**config.mk**
```make
export PLATFORM = sky130hd
export DESIGN_NAME = multiband_split_gain_core_flat
export DESIGN_NICKNAME = d
export VERILOG_FILES = /design/src/design/mbsg_pkg.sv /design/src/design/mbsg_ifs.sv /design/src/design/multiband_split_gain_core.sv /design/src/design/mbsg_row_mem.sv /design/src/design/mbsg_filter.sv /design/src/design/mbsg_mix.sv /design/src/flat_wrapper.sv
export SDC_FILE = /design/constraint.sdc
export NUM_CORES = 2
export LEC_CHECK = 0
export ABC_AREA = 1
export BUFFER_PORTS_ARGS = -buffer_cell sky130_fd_sc_hd__buf_4
export CORE_AREA = 2 2 420 422
export CTS_CLUSTER_SIZE = 28
export DETAILED_ROUTE_END_ITERATION = 8
export DIE_AREA = 0 0 422 424
export PLACE_DENSITY = 0.77
export RECOVER_POWER = 100
export SLEW_MARGIN = 10
export SYNTH_ARGS = -nofsm -noshare
export SYNTH_HDL_FRONTEND = slang
export SYNTH_HIERARCHICAL = 1
export SYNTH_SLANG_ARGS = --single-unit
```
**constraint.sdc**
```tcl
create_clock -name clk -period 9.15 [get_ports clk]
set_input_delay 0.4575 -clock clk [delete_from_list [all_inputs] [get_ports clk]]
set_output_delay 0.4575 -clock clk [all_outputs]
set_load 0.05 [all_outputs]
```
**src/design/mbsg_pkg.sv**
```systemverilog
// Package for the multiband split gain block: widths, reset values,
// register indexes, band step struct and state encoding.
// No dependencies.
`default_nettype none

package mbsg_pkg;

	localparam int LP_COUNT   = 5;
	localparam int BAND_COUNT = 6;
	localparam int CHAN_W     = 3;
	localparam int SAMPLE_W   = 16;
	localparam int STATE_W    = 24;
	localparam int FRAC_SHIFT = STATE_W - SAMPLE_W;
	localparam int COEF_W     = 16;
	localparam int GAIN_W     = 16;
	localparam int DIFF_W     = STATE_W + 1;
	localparam int BAND_W     = STATE_W + 1;
	localparam int PROD_W     = DIFF_W + COEF_W + 1;
	localparam int WPROD_W    = BAND_W + GAIN_W + 1;
	localparam int ACC_W      = 44;
	localparam int CFG_IDX_W  = 3;
	localparam int CFG_DATA_W = 48;
	localparam int COEF_LO_W  = 3 * COEF_W;
	localparam int COEF_HI_W  = 2 * COEF_W;

	localparam logic [GAIN_W-1:0]    GAIN_RESET    = 16'd32768;
	localparam logic [COEF_LO_W-1:0] COEF_LO_RESET = 48'd246943247367170;
	localparam logic [COEF_HI_W-1:0] COEF_HI_RESET = 32'd1834266995;

	typedef logic [2:0] band_idx_t;
	localparam band_idx_t BAND_FIRST = 3'd0;
	localparam band_idx_t BAND_TOP   = 3'd5;

	localparam logic [CFG_IDX_W-1:0] REG_GAIN_ZERO  = 3'd0;
	localparam logic [CFG_IDX_W-1:0] REG_GAIN_ONE   = 3'd1;
	localparam logic [CFG_IDX_W-1:0] REG_GAIN_TWO   = 3'd2;
	localparam logic [CFG_IDX_W-1:0] REG_GAIN_THREE = 3'd3;
	localparam logic [CFG_IDX_W-1:0] REG_GAIN_FOUR  = 3'd4;
	localparam logic [CFG_IDX_W-1:0] REG_GAIN_TOP   = 3'd5;
	localparam logic [CFG_IDX_W-1:0] REG_COEF_LOW   = 3'd6;
	localparam logic [CFG_IDX_W-1:0] REG_COEF_HIGH  = 3'd7;

	typedef logic [LP_COUNT-1:0][STATE_W-1:0]  row_t;
	typedef logic [LP_COUNT-1:0][COEF_W-1:0]   coef_vec_t;
	typedef logic [BAND_COUNT-1:0][GAIN_W-1:0] gain_vec_t;

	typedef struct packed {
		logic      valid;
		band_idx_t band;
	} step_t;

	typedef enum logic [1:0] {
		ST_IDLE,
		ST_RUN,
		ST_DRAIN,
		ST_HOLD
	} fsm_t;

endpackage

`default_nettype wire

```
**src/design/mbsg_ifs.sv**
```systemverilog
// Channel interfaces: sample input, result output and register write port.
// Depends on mbsg_pkg.
`default_nettype none

interface mbsg_in_if;
	logic                                 valid;
	logic                                 ready;
	logic [mbsg_pkg::CHAN_W-1:0]          chan;
	logic signed [mbsg_pkg::SAMPLE_W-1:0] sample_in;
	logic                                 block_end_in;

	modport source (output valid, chan, sample_in, block_end_in, input ready);
	modport sink (input valid, chan, sample_in, block_end_in, output ready);
endinterface

interface mbsg_out_if;
	logic                                 valid;
	logic                                 ready;
	logic [mbsg_pkg::CHAN_W-1:0]          chan_out;
	logic signed [mbsg_pkg::SAMPLE_W-1:0] sample_out;
	logic                                 block_end_out;
	logic                                 saturated;

	modport source (output valid, chan_out, sample_out, block_end_out, saturated,
		input ready);
	modport sink (input valid, chan_out, sample_out, block_end_out, saturated,
		output ready);
endinterface

interface mbsg_cfg_if;
	logic                              valid;
	logic                              ready;
	logic [mbsg_pkg::CFG_IDX_W-1:0]    index;
	logic [mbsg_pkg::CFG_DATA_W-1:0]   data;

	modport source (output valid, index, data, input ready);
	modport sink (input valid, index, data, output ready);
endinterface

`default_nettype wire

```
**src/design/multiband_split_gain_core.sv**
```systemverilog
// One item at a time: an item is accepted only in idle, then a per-channel row read,
// six band steps through the shared filter multiplier and gain MAC pipeline, then
// the result is loaded into the output register together with the row write-back.
// A stalled output holds the next item in the core until the output register frees.
// Reset: gains to unity, coefficients to defaults, all filter rows read as zero
// through per-channel valid flags (no clearing pass).
`default_nettype none

module multiband_split_gain_core #(
	parameter int CHANNELS = 8
) (
	input logic         clk,
	input logic         arst_n,
	mbsg_in_if.sink     samples,
	mbsg_out_if.source  result,
	mbsg_cfg_if.sink    cfg
);
	import mbsg_pkg::*;

	localparam int AW = (CHANNELS > 1) ? $clog2(CHANNELS) : 1;

	gain_vec_t               gain_q;
	logic [COEF_LO_W-1:0]    coef_lo_q;
	logic [COEF_HI_W-1:0]    coef_hi_q;
	coef_vec_t               coefs;

	fsm_t                    state_q, state_d;
	band_idx_t               cnt_q;
	logic [CHAN_W-1:0]       chan_q;
	logic                    be_q;
	logic                    range_q;
	logic signed [STATE_W-1:0] x23_q;

	logic                    in_ready;
	logic                    accept;
	logic                    in_range;
	logic                    load;
	logic                    out_free;
	step_t                   issue;

	row_t                    z_row;
	row_t                    lp_row;
	step_t                   band_step;
	logic signed [BAND_W-1:0] band;
	logic                    done;
	logic signed [SAMPLE_W-1:0] mix_sample;
	logic                    mix_sat;

	logic                    out_valid_q;
	logic [CHAN_W-1:0]       chan_out_q;
	logic signed [SAMPLE_W-1:0] sample_out_q;
	logic                    be_out_q;
	logic                    sat_q;

	// register writes
	assign cfg.ready = 1'b1;

	always_ff @(posedge clk or negedge arst_n) begin
		if (!arst_n) begin
			for (int i = 0; i < BAND_COUNT; i++)
				gain_q[i] <= GAIN_RESET;
			coef_lo_q <= COEF_LO_RESET;
			coef_hi_q <= COEF_HI_RESET;
		end else if (cfg.valid) begin
			unique case (cfg.index) inside
				REG_GAIN_ZERO, REG_GAIN_ONE, REG_GAIN_TWO,
				REG_GAIN_THREE, REG_GAIN_FOUR, REG_GAIN_TOP:
					gain_q[cfg.index] <= cfg.data[GAIN_W-1:0];
				REG_COEF_LOW:  coef_lo_q <= cfg.data[COEF_LO_W-1:0];
				REG_COEF_HIGH: coef_hi_q <= cfg.data[COEF_HI_W-1:0];
				default: ;
			endcase
		end
	end

	assign coefs = coef_vec_t'({coef_hi_q, coef_lo_q});

	// sequencer
	assign accept   = samples.valid && in_ready;
	assign in_range = 32'(samples.chan) < CHANNELS;
	assign out_free = !out_valid_q || result.ready;
	assign samples.ready = in_ready;

	always_comb begin
		state_d  = state_q;
		in_ready = 1'b0;
		load     = 1'b0;
		issue    = '0;
		unique case (state_q)
			ST_IDLE: begin
				in_ready = 1'b1;
				if (samples.valid)
					state_d = ST_RUN;
			end
			ST_RUN: begin
				issue.valid = 1'b1;
				issue.band  = cnt_q;
				if (cnt_q == BAND_TOP)
					state_d = ST_DRAIN;
			end
			ST_DRAIN: begin
				if (done) begin
					if (out_free) begin
						load    = 1'b1;
						state_d = ST_IDLE;
					end else begin
						state_d = ST_HOLD;
					end
				end
			end
			ST_HOLD: begin
				if (out_free) begin
					load    = 1'b1;
					state_d = ST_IDLE;
				end
			end
			default: state_d = ST_IDLE;
		endcase
	end

	always_ff @(posedge clk or negedge arst_n) begin
		if (!arst_n) begin
			state_q <= ST_IDLE;
			cnt_q   <= BAND_FIRST;
		end else begin
			state_q <= state_d;
			if (accept)
				cnt_q <= BAND_FIRST;
			else if (state_q == ST_RUN)
				cnt_q <= cnt_q + band_idx_t'(1);
		end
	end

	always_ff @(posedge clk) begin
		if (accept) begin
			chan_q  <= samples.chan;
			be_q    <= samples.block_end_in;
			range_q <= in_range;
			x23_q   <= $signed({samples.sample_in, {FRAC_SHIFT{1'b0}}});
		end
	end

	mbsg_row_mem #(
		.DEPTH (CHANNELS),
		.AW    (AW)
	) u_mem (
		.clk     (clk),
		.arst_n  (arst_n),
		.rd_en   (accept),
		.rd_hit  (in_range),
		.rd_addr (AW'(samples.chan)),
		.rd_row  (z_row),
		.wr_en   (load && range_q),
		.wr_addr (AW'(chan_q)),
		.wr_row  (lp_row)
	);

	mbsg_filter u_filter (
		.clk       (clk),
		.arst_n    (arst_n),
		.issue     (issue),
		.x23       (x23_q),
		.z_row     (z_row),
		.coefs     (coefs),
		.lp_row    (lp_row),
		.band_step (band_step),
		.band      (band)
	);

	mbsg_mix u_mix (
		.clk       (clk),
		.arst_n    (arst_n),
		.band_step (band_step),
		.band      (band),
		.gains     (gain_q),
		.done      (done),
		.sample    (mix_sample),
		.sat       (mix_sat)
	);

	// output register
	always_ff @(posedge clk or negedge arst_n) begin
		if (!arst_n)
			out_valid_q <= 1'b0;
		else if (load)
			out_valid_q <= 1'b1;
		else if (result.ready)
			out_valid_q <= 1'b0;
	end

	always_ff @(posedge clk) begin
		if (load) begin
			chan_out_q   <= chan_q;
			sample_out_q <= mix_sample;
			be_out_q     <= be_q;
			sat_q        <= mix_sat;
		end
	end

	assign result.valid         = out_valid_q;
	assign result.chan_out      = chan_out_q;
	assign result.sample_out    = sample_out_q;
	assign result.block_end_out = be_out_q;
	assign result.saturated     = sat_q;

endmodule

`default_nettype wire

```
**src/design/mbsg_row_mem.sv**
```systemverilog
// Per-channel filter state memory: one row of five lowpass states per channel,
// registered read, with a valid flag per row so unwritten rows read as zero.
// Depends on mbsg_pkg.
`default_nettype none

module mbsg_row_mem #(
	parameter int DEPTH = 8,
	parameter int AW    = 3
) (
	input  logic             clk,
	input  logic             arst_n,
	input  logic             rd_en,
	input  logic             rd_hit,
	input  logic [AW-1:0]    rd_addr,
	output mbsg_pkg::row_t   rd_row,
	input  logic             wr_en,
	input  logic [AW-1:0]    wr_addr,
	input  mbsg_pkg::row_t   wr_row
);
	import mbsg_pkg::*;

	row_t             mem [DEPTH];
	row_t             rd_q;
	logic             hit_q;
	logic [DEPTH-1:0] vld_q;

	always_ff @(posedge clk) begin
		if (wr_en)
			mem[wr_addr] <= wr_row;
		if (rd_en)
			rd_q <= mem[rd_addr];
	end

	always_ff @(posedge clk or negedge arst_n) begin
		if (!arst_n) begin
			vld_q <= '0;
			hit_q <= 1'b0;
		end else begin
			if (wr_en)
				vld_q[wr_addr] <= 1'b1;
			if (rd_en)
				hit_q <= rd_hit && vld_q[rd_addr];
		end
	end

	// out-of-range channel or never-written row starts from zero
	assign rd_row = hit_q ? rd_q : '0;

endmodule

`default_nettype wire

```
**src/design/mbsg_filter.sv**
```systemverilog
// Shared one-pole lowpass unit: one filter per step, coefficient multiply in
// the first stage, rounding and band difference in the second.
// Depends on mbsg_pkg.
`default_nettype none

module mbsg_filter (
	input  logic                                 clk,
	input  logic                                 arst_n,
	input  mbsg_pkg::step_t                      issue,
	input  logic signed [mbsg_pkg::STATE_W-1:0]  x23,
	input  mbsg_pkg::row_t                       z_row,
	input  mbsg_pkg::coef_vec_t                  coefs,
	output mbsg_pkg::row_t                       lp_row,
	output mbsg_pkg::step_t                      band_step,
	output logic signed [mbsg_pkg::BAND_W-1:0]   band
);
	import mbsg_pkg::*;

	localparam int LPF_W = PROD_W - COEF_W + 1;
	localparam logic signed [LPF_W-1:0] LP_MAX = LPF_W'(2 ** (STATE_W - 1) - 1);
	localparam logic signed [LPF_W-1:0] LP_MIN = -LP_MAX - LPF_W'(1);
	localparam logic signed [PROD_W-1:0] RND_HALF = PROD_W'(2 ** (COEF_W - 1));

	logic [COEF_W-1:0]          c_sel;
	logic signed [STATE_W-1:0]  z_sel;
	logic signed [DIFF_W-1:0]   diff;

	step_t                      step_s1;
	logic signed [PROD_W-1:0]   prod_s1;

	logic signed [PROD_W-1:0]   rnd;
	logic signed [LPF_W-2:0]    quo;
	logic signed [LPF_W-1:0]    lp_full;
	logic signed [STATE_W-1:0]  lp_sat;
	logic signed [STATE_W-1:0]  low;
	logic signed [BAND_W-1:0]   band_d;

	step_t                      step_s2;
	logic signed [BAND_W-1:0]   band_s2;
	logic signed [STATE_W-1:0]  lower_q;
	row_t                       lp_row_q;

	// stage 1: c * (z - x)
	always_comb begin
		c_sel = '0;
		z_sel = '0;
		if (issue.band < BAND_TOP) begin
			c_sel = coefs[issue.band];
			z_sel = z_row[issue.band];
		end
		diff = DIFF_W'(z_sel) - DIFF_W'(x23);
	end

	always_ff @(posedge clk or negedge arst_n) begin
		if (!arst_n)
			step_s1 <= '0;
		else
			step_s1 <= issue;
	end

	always_ff @(posedge clk)
		prod_s1 <= PROD_W'($signed({1'b0, c_sel}) * diff);

	// stage 2: round half up, new state, band difference
	always_comb begin
		rnd     = prod_s1 + RND_HALF;
		quo     = rnd[PROD_W-1:COEF_W];
		lp_full = LPF_W'(x23) + LPF_W'(quo);
		if (lp_full > LP_MAX)
			lp_sat = LP_MAX[STATE_W-1:0];
		else if (lp_full < LP_MIN)
			lp_sat = LP_MIN[STATE_W-1:0];
		else
			lp_sat = lp_full[STATE_W-1:0];
		low = (step_s1.band == BAND_FIRST) ? '0 : lower_q;
		if (step_s1.band == BAND_TOP)
			band_d = BAND_W'(x23) - BAND_W'(low);
		else
			band_d = BAND_W'(lp_sat) - BAND_W'(low);
	end

	always_ff @(posedge clk or negedge arst_n) begin
		if (!arst_n)
			step_s2 <= '0;
		else
			step_s2 <= step_s1;
	end

	always_ff @(posedge clk) begin
		band_s2 <= band_d;
		if (step_s1.valid && step_s1.band < BAND_TOP) begin
			lp_row_q[step_s1.band] <= lp_sat;
			lower_q                <= lp_sat;
		end
	end

	assign lp_row    = lp_row_q;
	assign band_step = step_s2;
	assign band      = band_s2;

endmodule

`default_nettype wire

```
**src/design/mbsg_mix.sv**
```systemverilog
// Band gain multiply-accumulate and final round/saturate to Q1.15.
// Depends on mbsg_pkg.
`default_nettype none

module mbsg_mix (
	input  logic                                 clk,
	input  logic                                 arst_n,
	input  mbsg_pkg::step_t                      band_step,
	input  logic signed [mbsg_pkg::BAND_W-1:0]   band,
	input  mbsg_pkg::gain_vec_t                  gains,
	output logic                                 done,
	output logic signed [mbsg_pkg::SAMPLE_W-1:0] sample,
	output logic                                 sat
);
	import mbsg_pkg::*;

	localparam int SHIFT = STATE_W - 1;
	localparam int Y_W   = ACC_W - SHIFT;
	localparam logic signed [ACC_W-1:0] RND_HALF = ACC_W'(2 ** (SHIFT - 1));
	localparam logic signed [Y_W-1:0]   Y_MAX    = Y_W'(2 ** (SAMPLE_W - 1) - 1);
	localparam logic signed [Y_W-1:0]   Y_MIN    = -Y_MAX - Y_W'(1);

	step_t                     step_s3;
	logic signed [WPROD_W-1:0] wprod_s3;
	logic signed [ACC_W-1:0]   acc_q;
	logic                      done_q;
	logic signed [ACC_W-1:0]   sum;
	logic signed [Y_W-1:0]     y;

	always_ff @(posedge clk or negedge arst_n) begin
		if (!arst_n)
			step_s3 <= '0;
		else
			step_s3 <= band_step;
	end

	always_ff @(posedge clk)
		wprod_s3 <= WPROD_W'(band * $signed({1'b0, gains[band_step.band]}));

	always_ff @(posedge clk) begin
		if (step_s3.valid)
			acc_q <= ((step_s3.band == BAND_FIRST) ? '0 : acc_q) + ACC_W'(wprod_s3);
	end

	always_ff @(posedge clk or negedge arst_n) begin
		if (!arst_n)
			done_q <= 1'b0;
		else
			done_q <= step_s3.valid && (step_s3.band == BAND_TOP);
	end

	// round half up, then clamp
	always_comb begin
		sum = acc_q + RND_HALF;
		y   = sum[ACC_W-1:SHIFT];
		sat = 1'b0;
		if (y > Y_MAX) begin
			sample = Y_MAX[SAMPLE_W-1:0];
			sat    = 1'b1;
		end else if (y < Y_MIN) begin
			sample = Y_MIN[SAMPLE_W-1:0];
			sat    = 1'b1;
		end else begin
			sample = y[SAMPLE_W-1:0];
		end
	end

	assign done = done_q;

endmodule

`default_nettype wire

```
**src/flat_wrapper.sv**
```systemverilog
// flat-port wrapper written by rule: the top's interface ports become plain ports
module multiband_split_gain_core_flat import mbsg_pkg::*;
#(
	parameter int CHANNELS = 8
)
  (clk, arst_n, samples_valid, samples_chan, samples_sample_in, samples_block_end_in, samples_ready, result_valid, result_chan_out, result_sample_out, result_block_end_out, result_saturated, result_ready, cfg_valid, cfg_index, cfg_data, cfg_ready);
  mbsg_in_if samples_i ();
  mbsg_out_if result_i ();
  mbsg_cfg_if cfg_i ();
  input logic clk;
  input logic arst_n;
  input wire logic [$bits(samples_i.valid)-1:0] samples_valid;
  input wire logic [$bits(samples_i.chan)-1:0] samples_chan;
  input wire logic [$bits(samples_i.sample_in)-1:0] samples_sample_in;
  input wire logic [$bits(samples_i.block_end_in)-1:0] samples_block_end_in;
  output wire logic [$bits(samples_i.ready)-1:0] samples_ready;
  output wire logic [$bits(result_i.valid)-1:0] result_valid;
  output wire logic [$bits(result_i.chan_out)-1:0] result_chan_out;
  output wire logic [$bits(result_i.sample_out)-1:0] result_sample_out;
  output wire logic [$bits(result_i.block_end_out)-1:0] result_block_end_out;
  output wire logic [$bits(result_i.saturated)-1:0] result_saturated;
  input wire logic [$bits(result_i.ready)-1:0] result_ready;
  input wire logic [$bits(cfg_i.valid)-1:0] cfg_valid;
  input wire logic [$bits(cfg_i.index)-1:0] cfg_index;
  input wire logic [$bits(cfg_i.data)-1:0] cfg_data;
  output wire logic [$bits(cfg_i.ready)-1:0] cfg_ready;
  assign samples_i.valid = samples_valid;
  assign samples_i.chan = samples_chan;
  assign samples_i.sample_in = samples_sample_in;
  assign samples_i.block_end_in = samples_block_end_in;
  assign samples_ready = samples_i.ready;
  assign result_valid = result_i.valid;
  assign result_chan_out = result_i.chan_out;
  assign result_sample_out = result_i.sample_out;
  assign result_block_end_out = result_i.block_end_out;
  assign result_saturated = result_i.saturated;
  assign result_i.ready = result_ready;
  assign cfg_i.valid = cfg_valid;
  assign cfg_i.index = cfg_index;
  assign cfg_i.data = cfg_data;
  assign cfg_ready = cfg_i.ready;
  multiband_split_gain_core #(.CHANNELS(CHANNELS)) u_core (.clk(clk), .arst_n(arst_n), .samples(samples_i), .result(result_i), .cfg(cfg_i));
endmodule
```
After elaboration in Yosys (flattened, before gate mapping)
Memory sizes are Yosys's and may differ from the RTL's. A register that Yosys moved wholly into a read port is not among the register bits.
Index checks and enable logic that the tools add are counted.

operators by class
  add/subtract/negate cells = 8
  $mul = 2
  order comparisons = 15
  eq/ne operators = 17
  muxes and demuxes = 43
  bitwise logic cells = 1
  reductions and logical operators = 19

operators with widths
  cell                    count
  $mux 24                 6
  $bwmux 120              1
  $mux 120                1
  $bmux 16 s3             2
  $bwmux 96               1
  $mux 16                 5
  $sub 24x24->25          3
  $bmux 24 s3             1
  $demux 24 s3            1
  $demux 16 s3            1
  $add 44x24->44 const B  1
  $add 44x44->44          1
  $mux 44                 1
  $add 42x17->42 const B  1
  $mul 17x25->42          1
  $mul 25x17->42          1
  $add 24x26->27          1
  $gt 27x24->1 const B    1
  $lt 27x24->1 const B    1
  $mux 25                 1
  $lt 3x4->1 const B      6
  $eq 3x3->1 const B      7
  $gt 21x16->1 const B    1
  $lt 21x16->1 const B    1
  other kinds (27)        58

storage, ports and cells
  register bits after elaboration = 542
  bits in writable memories = 960
  bits of input ports = 76
  output and inout bits = 24
  word-level logic and storage cells = 143
  memories = 1

memories
  name              words  width  read ports  clocked after memory_dff  write ports  RTL line            text
  u_core.u_mem.mem  8      120    1           1                         1            mbsg_row_mem.sv:22  row_t mem [DEPTH];

Depth between registers and ports, before layout
  depth after elaboration = 7
  depth in mapped cells = 46
  mapped depth without buffers = 41

Cells and area by module
The synthesis kept the hierarchy.

modules (own cells, without submodules)
  module                     times used  cells an instance  area an instance (µm²)  seq. area each (µm²)
  mbsg_row_mem               1           3379               42413.2                 32656.3
  mbsg_filter                1           3436               27582.7                 5565.3
  mbsg_mix                   1           3063               22337.7                 2287.2
  multiband_split_gain_core  1           733                8197.9                  5843.1

Worst setup path before layout
No wires, ideal clock.

  kind = reg-to-reg
  start = register u_core.state_q[1]
  end = register u_core.u_filter.prod_s1[41]
  setup time = 0.072 ns
  arrival = 8.542 ns
  required time = 9.078 ns
  setup slack = 0.536 ns
  stages on the path, launching flop included = 40
  clock period less this slack = 8.614 ns
  path through = dfrtp_1 > buf_2 > inv_1 > nand2_1 > nor2_1 > buf_2 > buf_2 > buf_2 > buf_1 > nor2_1 > nor2_1 > o21ai_0 > a31oi_1 > ha_1 > a21oi_1 > o21ai_1 > a221oi_2 > nand3_2 > [... 4 more ...] > inv_1 > fa_1 > fa_1 > inv_1 > fa_1 > inv_1 > fa_1 > inv_1 > fa_1 > inv_1 > fa_1 > inv_1 > ha_1 > nand4_1 > nor4_1 > nand3_1 > nand3_1 > xor2_1

RTL lines
  what                    RTL line                          text
  from (decl)             multiband_split_gain_core.sv:27   fsm_t state_q, state_d;
  from (signal assigned)  multiband_split_gain_core.sv:126  state_q <= state_d;
  to (signal assigned)    mbsg_filter.sv:62                 prod_s1 <= PROD_W'($signed({1'b0, c_sel}) * diff);
  to (decl)               mbsg_filter.sv:29                 logic signed [PROD_W-1:0] prod_s1;

Final worst setup path
  start = register u_core.u_filter.step_s2, in the netlist u_core/u_filter/band_step[0]
  end = register u_core.u_mix.wprod_s3[33]

between the ends
  cells in the longest elaborated chain, start to end = 3

RTL lines
  what                           RTL line           text
  from (decl)                    mbsg_filter.sv:38  step_t step_s2;
  from (signal assigned)         mbsg_filter.sv:86  step_s2 <= step_s1;
  $bmux 16 s3                    mbsg_mix.sv:38     wprod_s3 <= WPROD_W'(band * $signed({1'b0, gains[band_step.band]}));
  $mux 16 (not written as such)  mbsg_mix.sv:38
  $mul 25x17->42                 mbsg_mix.sv:38
  to (signal assigned)           mbsg_mix.sv:38
  to (decl)                      mbsg_mix.sv:24     logic signed [WPROD_W-1:0] wprod_s3;

Every way passes these cells. The select of a mux whose other input is x is not followed.
A chain may end at the register's enable or synchronous reset.

==> impl.org <==
** Synthesis
- Leading register cell type out of synthesis :: sky130_fd_sc_hd__edfxtp_1
- Post-synth design cell area :: between 100000 and 150000 um^2
- By area, the combinational part of the netlist is dominated by adder cells.
- Ys async rst share :: 12.7%
- Sequential fraction of the synthesis area :: 46.1%
- Of the total synthesized cell area, the portion taken by full adders, half adders and majority gates is between 10% and 20%.
- Summing the areas of all and, or, nand and nor instances in the mapped netlist gives 16.2% of the synthesized area.
- In this run the mean area of a mapped cell was approximately 9.5 um^2.
- Summing the areas of all compound-gate instances in the mapped netlist gives between 8 and 9% of the synthesized area.
- Total of flip-flops plus latches after synthesis :: approximately 1600
- Yosys Warn Count :: 6
- Instance count of the mapped netlist :: ~11000
- Multiplexer share of the synthesized area :: 0%
- Number of distinct library cells after synthesis :: 69
- EDFF count, synth :: 1309
- After Yosys synthesis, XOR and XNOR cells account for 1.58% of the synthesized area.

** STA
- Layout Skew :: 0.0625 ns
- The worst path uses around 97% of the clock period.
- The count of endpoints failing hold in the final timing report was 0.
- Derived from the worst setup path, the maximum achievable clock frequency is between 100 and 150 MHz.
- Transition time at the pin with the least slew margin :: between 6 and 7 ns
- Slew headroom :: -330%
- After layout, the minimum clock period comes to 8.89 ns.
- Summed negative setup slack over all endpoints :: 0 ns
- The final max-slew violation count came to 2237.
- Final setup violating endpoints :: 0

** Drt
- The final layout contains routed wiring with a total length of between 200 and 300 mm.
- Vias after detailed routing :: 74700
- Amount of wire on met3 after detailed routing :: 24.1 mm
- Detailed-routing iteration count for the pre-antenna-repair pass :: 8
- Top Layer Used :: met4
- DRC viols :: 0
- Detail-routed via count per cell :: between 5 and 6
- For this block, the initial DRC count from the detailed router was approximately 8000.
- Post-DRT Antenna Nets :: 0
- In the detailed route, the total length drawn on met2 is 136 mm.
- Routed metal-1 wire length :: 113 mm
- Dividing the detail-routed wire length by the instance count gives around 22 um.

** Outcome
- The flow ran to the end, but the final reports show violations.
- Failing checks :: max-capacitance violations, max-slew violations

** Floorplan
- In this run the standard cell core region covers 175000 um^2.
- For this configuration, the core starts out at a cell density of 57.5%.
- Width of the chip :: roughly 420 um
- Total die area :: ~180000 um^2
- After floorplanning, the core was divided into 154 placement rows.
- 100 I/O pins were placed.
- Die outline height :: ~420 um

** Worst setup path
- Critical path startpoint :: u_core/u_filter/band_step[0]
- In this run the critical register-to-register path is launched from u_core/u_filter/band_step[0].
- By startpoint and endpoint, the worst setup path is classified as reg -> reg.
- The critical path goes through inv_1 > clkbuf_1 > nor2_1 > o32ai_1 > nand2_1 > nand2_1 > inv_1 > nor2_1 > fa_1 > fa_1 > fa_1 > fa_1 > fa_1 > inv_1 > fa_1 > inv_1 > ha_1 > a21oi_1 > o21ai_0 > a21oi_1 > nor2_1 > nor2_1 > nand2_1 > xor2_1.
- Highest fanout seen on the critical path :: 22
- The cell that appears most often on the critical path is sky130_fd_sc_hd__fa_1.
- Critical path launch point type :: flip-flop
- Critical path data required time :: 9.81 ns
- Critical path's slowest cell :: sky130_fd_sc_hd__clkbuf_1
- Critical path's largest stage delay :: 0.86 ns
- Crit path arrival time :: 9.55 ns
- STA classifies the critical path endpoint as a flip-flop.

** Placement
- Detailed placement ended at an HPWL of roughly 200 mm.
- Final weighted congestion in routability-driven placement :: 0.986
- Buffers placed on the I/O ports in this run total just under 100.
- Number of instances in the placed design :: 12800
- DP Area :: around 100000 um^2

** GRT
- Overflow left after global routing :: 0
- Global routing used 32.5% of the available tracks across all layers.
- Pin count of the biggest net entering global routing :: 221
- Wire length of the first global-routing pass :: around 440 mm
- The number of global-route vias before repair was 75100.
- The initial antenna violation count was 14.

** Cells and area
- Final instance area :: between 100000 and 150000 um^2
- Net total in the final layout :: about 12000
- Cells fill 62.6% of the core in the end.
- Relative to the synthesized area, the layout overhead comes to 8.97%.
- Fill count :: 14300
- Share of post-route cells with drive strength above 1 :: ~6.3%
- Excluding fillers, the count of instances in the completed layout stands at 13200.

** Job
- # Max-Cap Violations :: 32

** Clock network
- TritonCTS sink count :: 1607
- In this run the number of H-tree levels came out at 4.
- Clock root buffer :: sky130_fd_sc_hd__clkbuf_16
- TritonCTS built the clock tree.
- Clock slew at reported path FFs :: 0.06 ns
- Clock insertion delay at the later pin of the skew report :: 0.84 ns
- Buffers inserted during clock tree synthesis total 163.
- Max Buffers Root-to-Sink :: 3

** Min path
- The tightest min-delay check is of the in -> reg type.
- Start point of the worst hold path :: cfg_data[6]
-- layer usage --
layer / track usage [%] / vias up
li1: - / 33900
met1: 43.0 / 36400
met2: 52.5 / 3584
met3: 5.17 / 762
met4: 16.3 / 0
met5: 0 / -
-- state kept, by name, summed over array words and instances, names as in the netlist, 4 cells and up --
signal                     cells
u_core/u_filter/band_step      4
u_core/u_mem/vld_q             8
u_core/coef_lo_q              48
u_core/coef_hi_q              32
u_core/u_filter/band          25
u_core/u_mem/rd_q            120
u_core/u_filter/prod_s1       27
u_core/u_filter/lower_q       24
u_core/x23_q                  16
u_core/u_filter/step_s1        4
u_core/gain_q                 96
u_core/u_mix/step_s3           4
u_core/u_filter/lp_row       120
u_core/result.sample_out      16
u_core/u_mem/mem             960
u_core/u_mix/acc_q            44
u_core/u_mix/wprod_s3         42
-- metrics by stage --
| stage | worst slack, ns | hold WS (ns) |
|---|---|---|
| 2_1_floorplan | 0.536 | 0.162 |
| 3_3_place_gp | 0.242 | 0.335 |
| 3_5_place_dp | 0.152 | 0.341 |
| 4_1_cts | 0.134 | 0.0111 |
| 5_1_grt | -0.0257 | 0.0511 |
| 6_report | 0.264 | 0.0447 |
-- synth_stat cells (52+ instances only) --
cell type	count	area, um^2
sky130_fd_sc_hd__ha_1	325	4070
sky130_fd_sc_hd__or2_2	52	325
sky130_fd_sc_hd__nor2_1	1605	6020
sky130_fd_sc_hd__edfxtp_1	1309	39300
sky130_fd_sc_hd__inv_1	1634	6130
sky130_fd_sc_hd__o21ai_0	778	3890
sky130_fd_sc_hd__clkbuf_1	208	781
sky130_fd_sc_hd__a21oi_1	245	1230
sky130_fd_sc_hd__nand3_1	187	936
sky130_fd_sc_hd__xor2_1	119	1040
sky130_fd_sc_hd__dfrtp_1	158	3950
sky130_fd_sc_hd__nand2_1	2090	7850
sky130_fd_sc_hd__buf_2	118	591
sky130_fd_sc_hd__dfxtp_1	94	1880
sky130_fd_sc_hd__o21ai_1	332	1660
sky130_fd_sc_hd__fa_1	784	15700
-- logic make-up (layout without fill, tap and decap cells) --
family	after synthesis	count (layout)
AOI/OAI and AO/OA	1551	1551
DFF	1607	1607
buffers and inverters	2056	2255
adders and majority gates	1109	1109
and+or+nand+nor	4112	4112
xor gates and xnor gates	174	174
other	2	39
-- layout make-up --
type	instances	area, um^2	area share [%]
antenna	12	30.0	0.0274
clock buffer	199	4320	3.94
clock inverter	97	1150	1.05
inverter	1651	6230	5.69
multi-input combinational	6973	46200	42.2
sequential	1607	46400	42.3
tap	2340	2930	2.67
timing repair buffer	308	2320	2.12
-- what timing repair did --
action / CTS / global route
endpoints found under the hold margin: 154 / 0
setup endpoints to repair: 0 / 26
hold buffers: 50 / 0
buffers inserted: 0 / 11
resized for setup: 0 / 32
-- critical path, delay by kind of cell (launching register included) --
kind / cells / cell delay, ns
compound gates: 4 / 1.33
xor+xnor: 1 / 0.33
fa+ha+maj: 7 / 3.46
buf+inv: 5 / 1.67
flops: 1 / 0.41
simple gates: 7 / 1.49
-- placed cells by master, fill, tap and decap left out, types with 31 or more instances in the layout --
cell type                       synthesis  final
sky130_fd_sc_hd__nand2_1             2090   2108
sky130_fd_sc_hd__inv_1               1634   1627
sky130_fd_sc_hd__nor2_1              1605   1591
sky130_fd_sc_hd__edfxtp_1            1309   1309
sky130_fd_sc_hd__o21ai_0              778    880
sky130_fd_sc_hd__fa_1                 784    783
sky130_fd_sc_hd__ha_1                 325    323
sky130_fd_sc_hd__a21oi_1              245    243
sky130_fd_sc_hd__o21ai_1              332    227
sky130_fd_sc_hd__nand3_1              187    186
sky130_fd_sc_hd__buf_4                 12    170
sky130_fd_sc_hd__clkbuf_16              0    165
sky130_fd_sc_hd__dfrtp_1              158    156
sky130_fd_sc_hd__xor2_1               119    119
sky130_fd_sc_hd__dfxtp_1               94     94
sky130_fd_sc_hd__clkbuf_1             208     82
sky130_fd_sc_hd__or2_2                 52     53
sky130_fd_sc_hd__dlygate4sd3_1          0     50
sky130_fd_sc_hd__nand4_1               50     50
sky130_fd_sc_hd__xnor2_1               50     49
sky130_fd_sc_hd__dfstp_2               46     46
sky130_fd_sc_hd__clkinv_1               8     36
sky130_fd_sc_hd__a31oi_1               38     35
sky130_fd_sc_hd__nor3_1                31     31
sky130_fd_sc_hd__a21oi_2               29     31
-- worst paths after layout --
| path | slack [ns] | cells after the start | end |
|---|---|---|---|
| max | 0.26 | 24 | u_core/u_mix/wprod_s3[33] |
| min | 0.04 | 3 | u_core/coef_hi_q[6] |
| max reg2reg | 0.26 | 24 | u_core/u_mix/wprod_s3[33] |
| min reg2reg | 0.35 | 0 | u_core/u_mix/step_s3[3] |
| max in group asynchronous | 1.26 | 3 | u_core/u_mem/hit_q |
| min in group asynchronous | 2.63 | 2 | u_core/gain_q[41] |
Power is not shown: default switching activity piles up to over one toggle a cycle in this logic, so the estimate is an artifact.
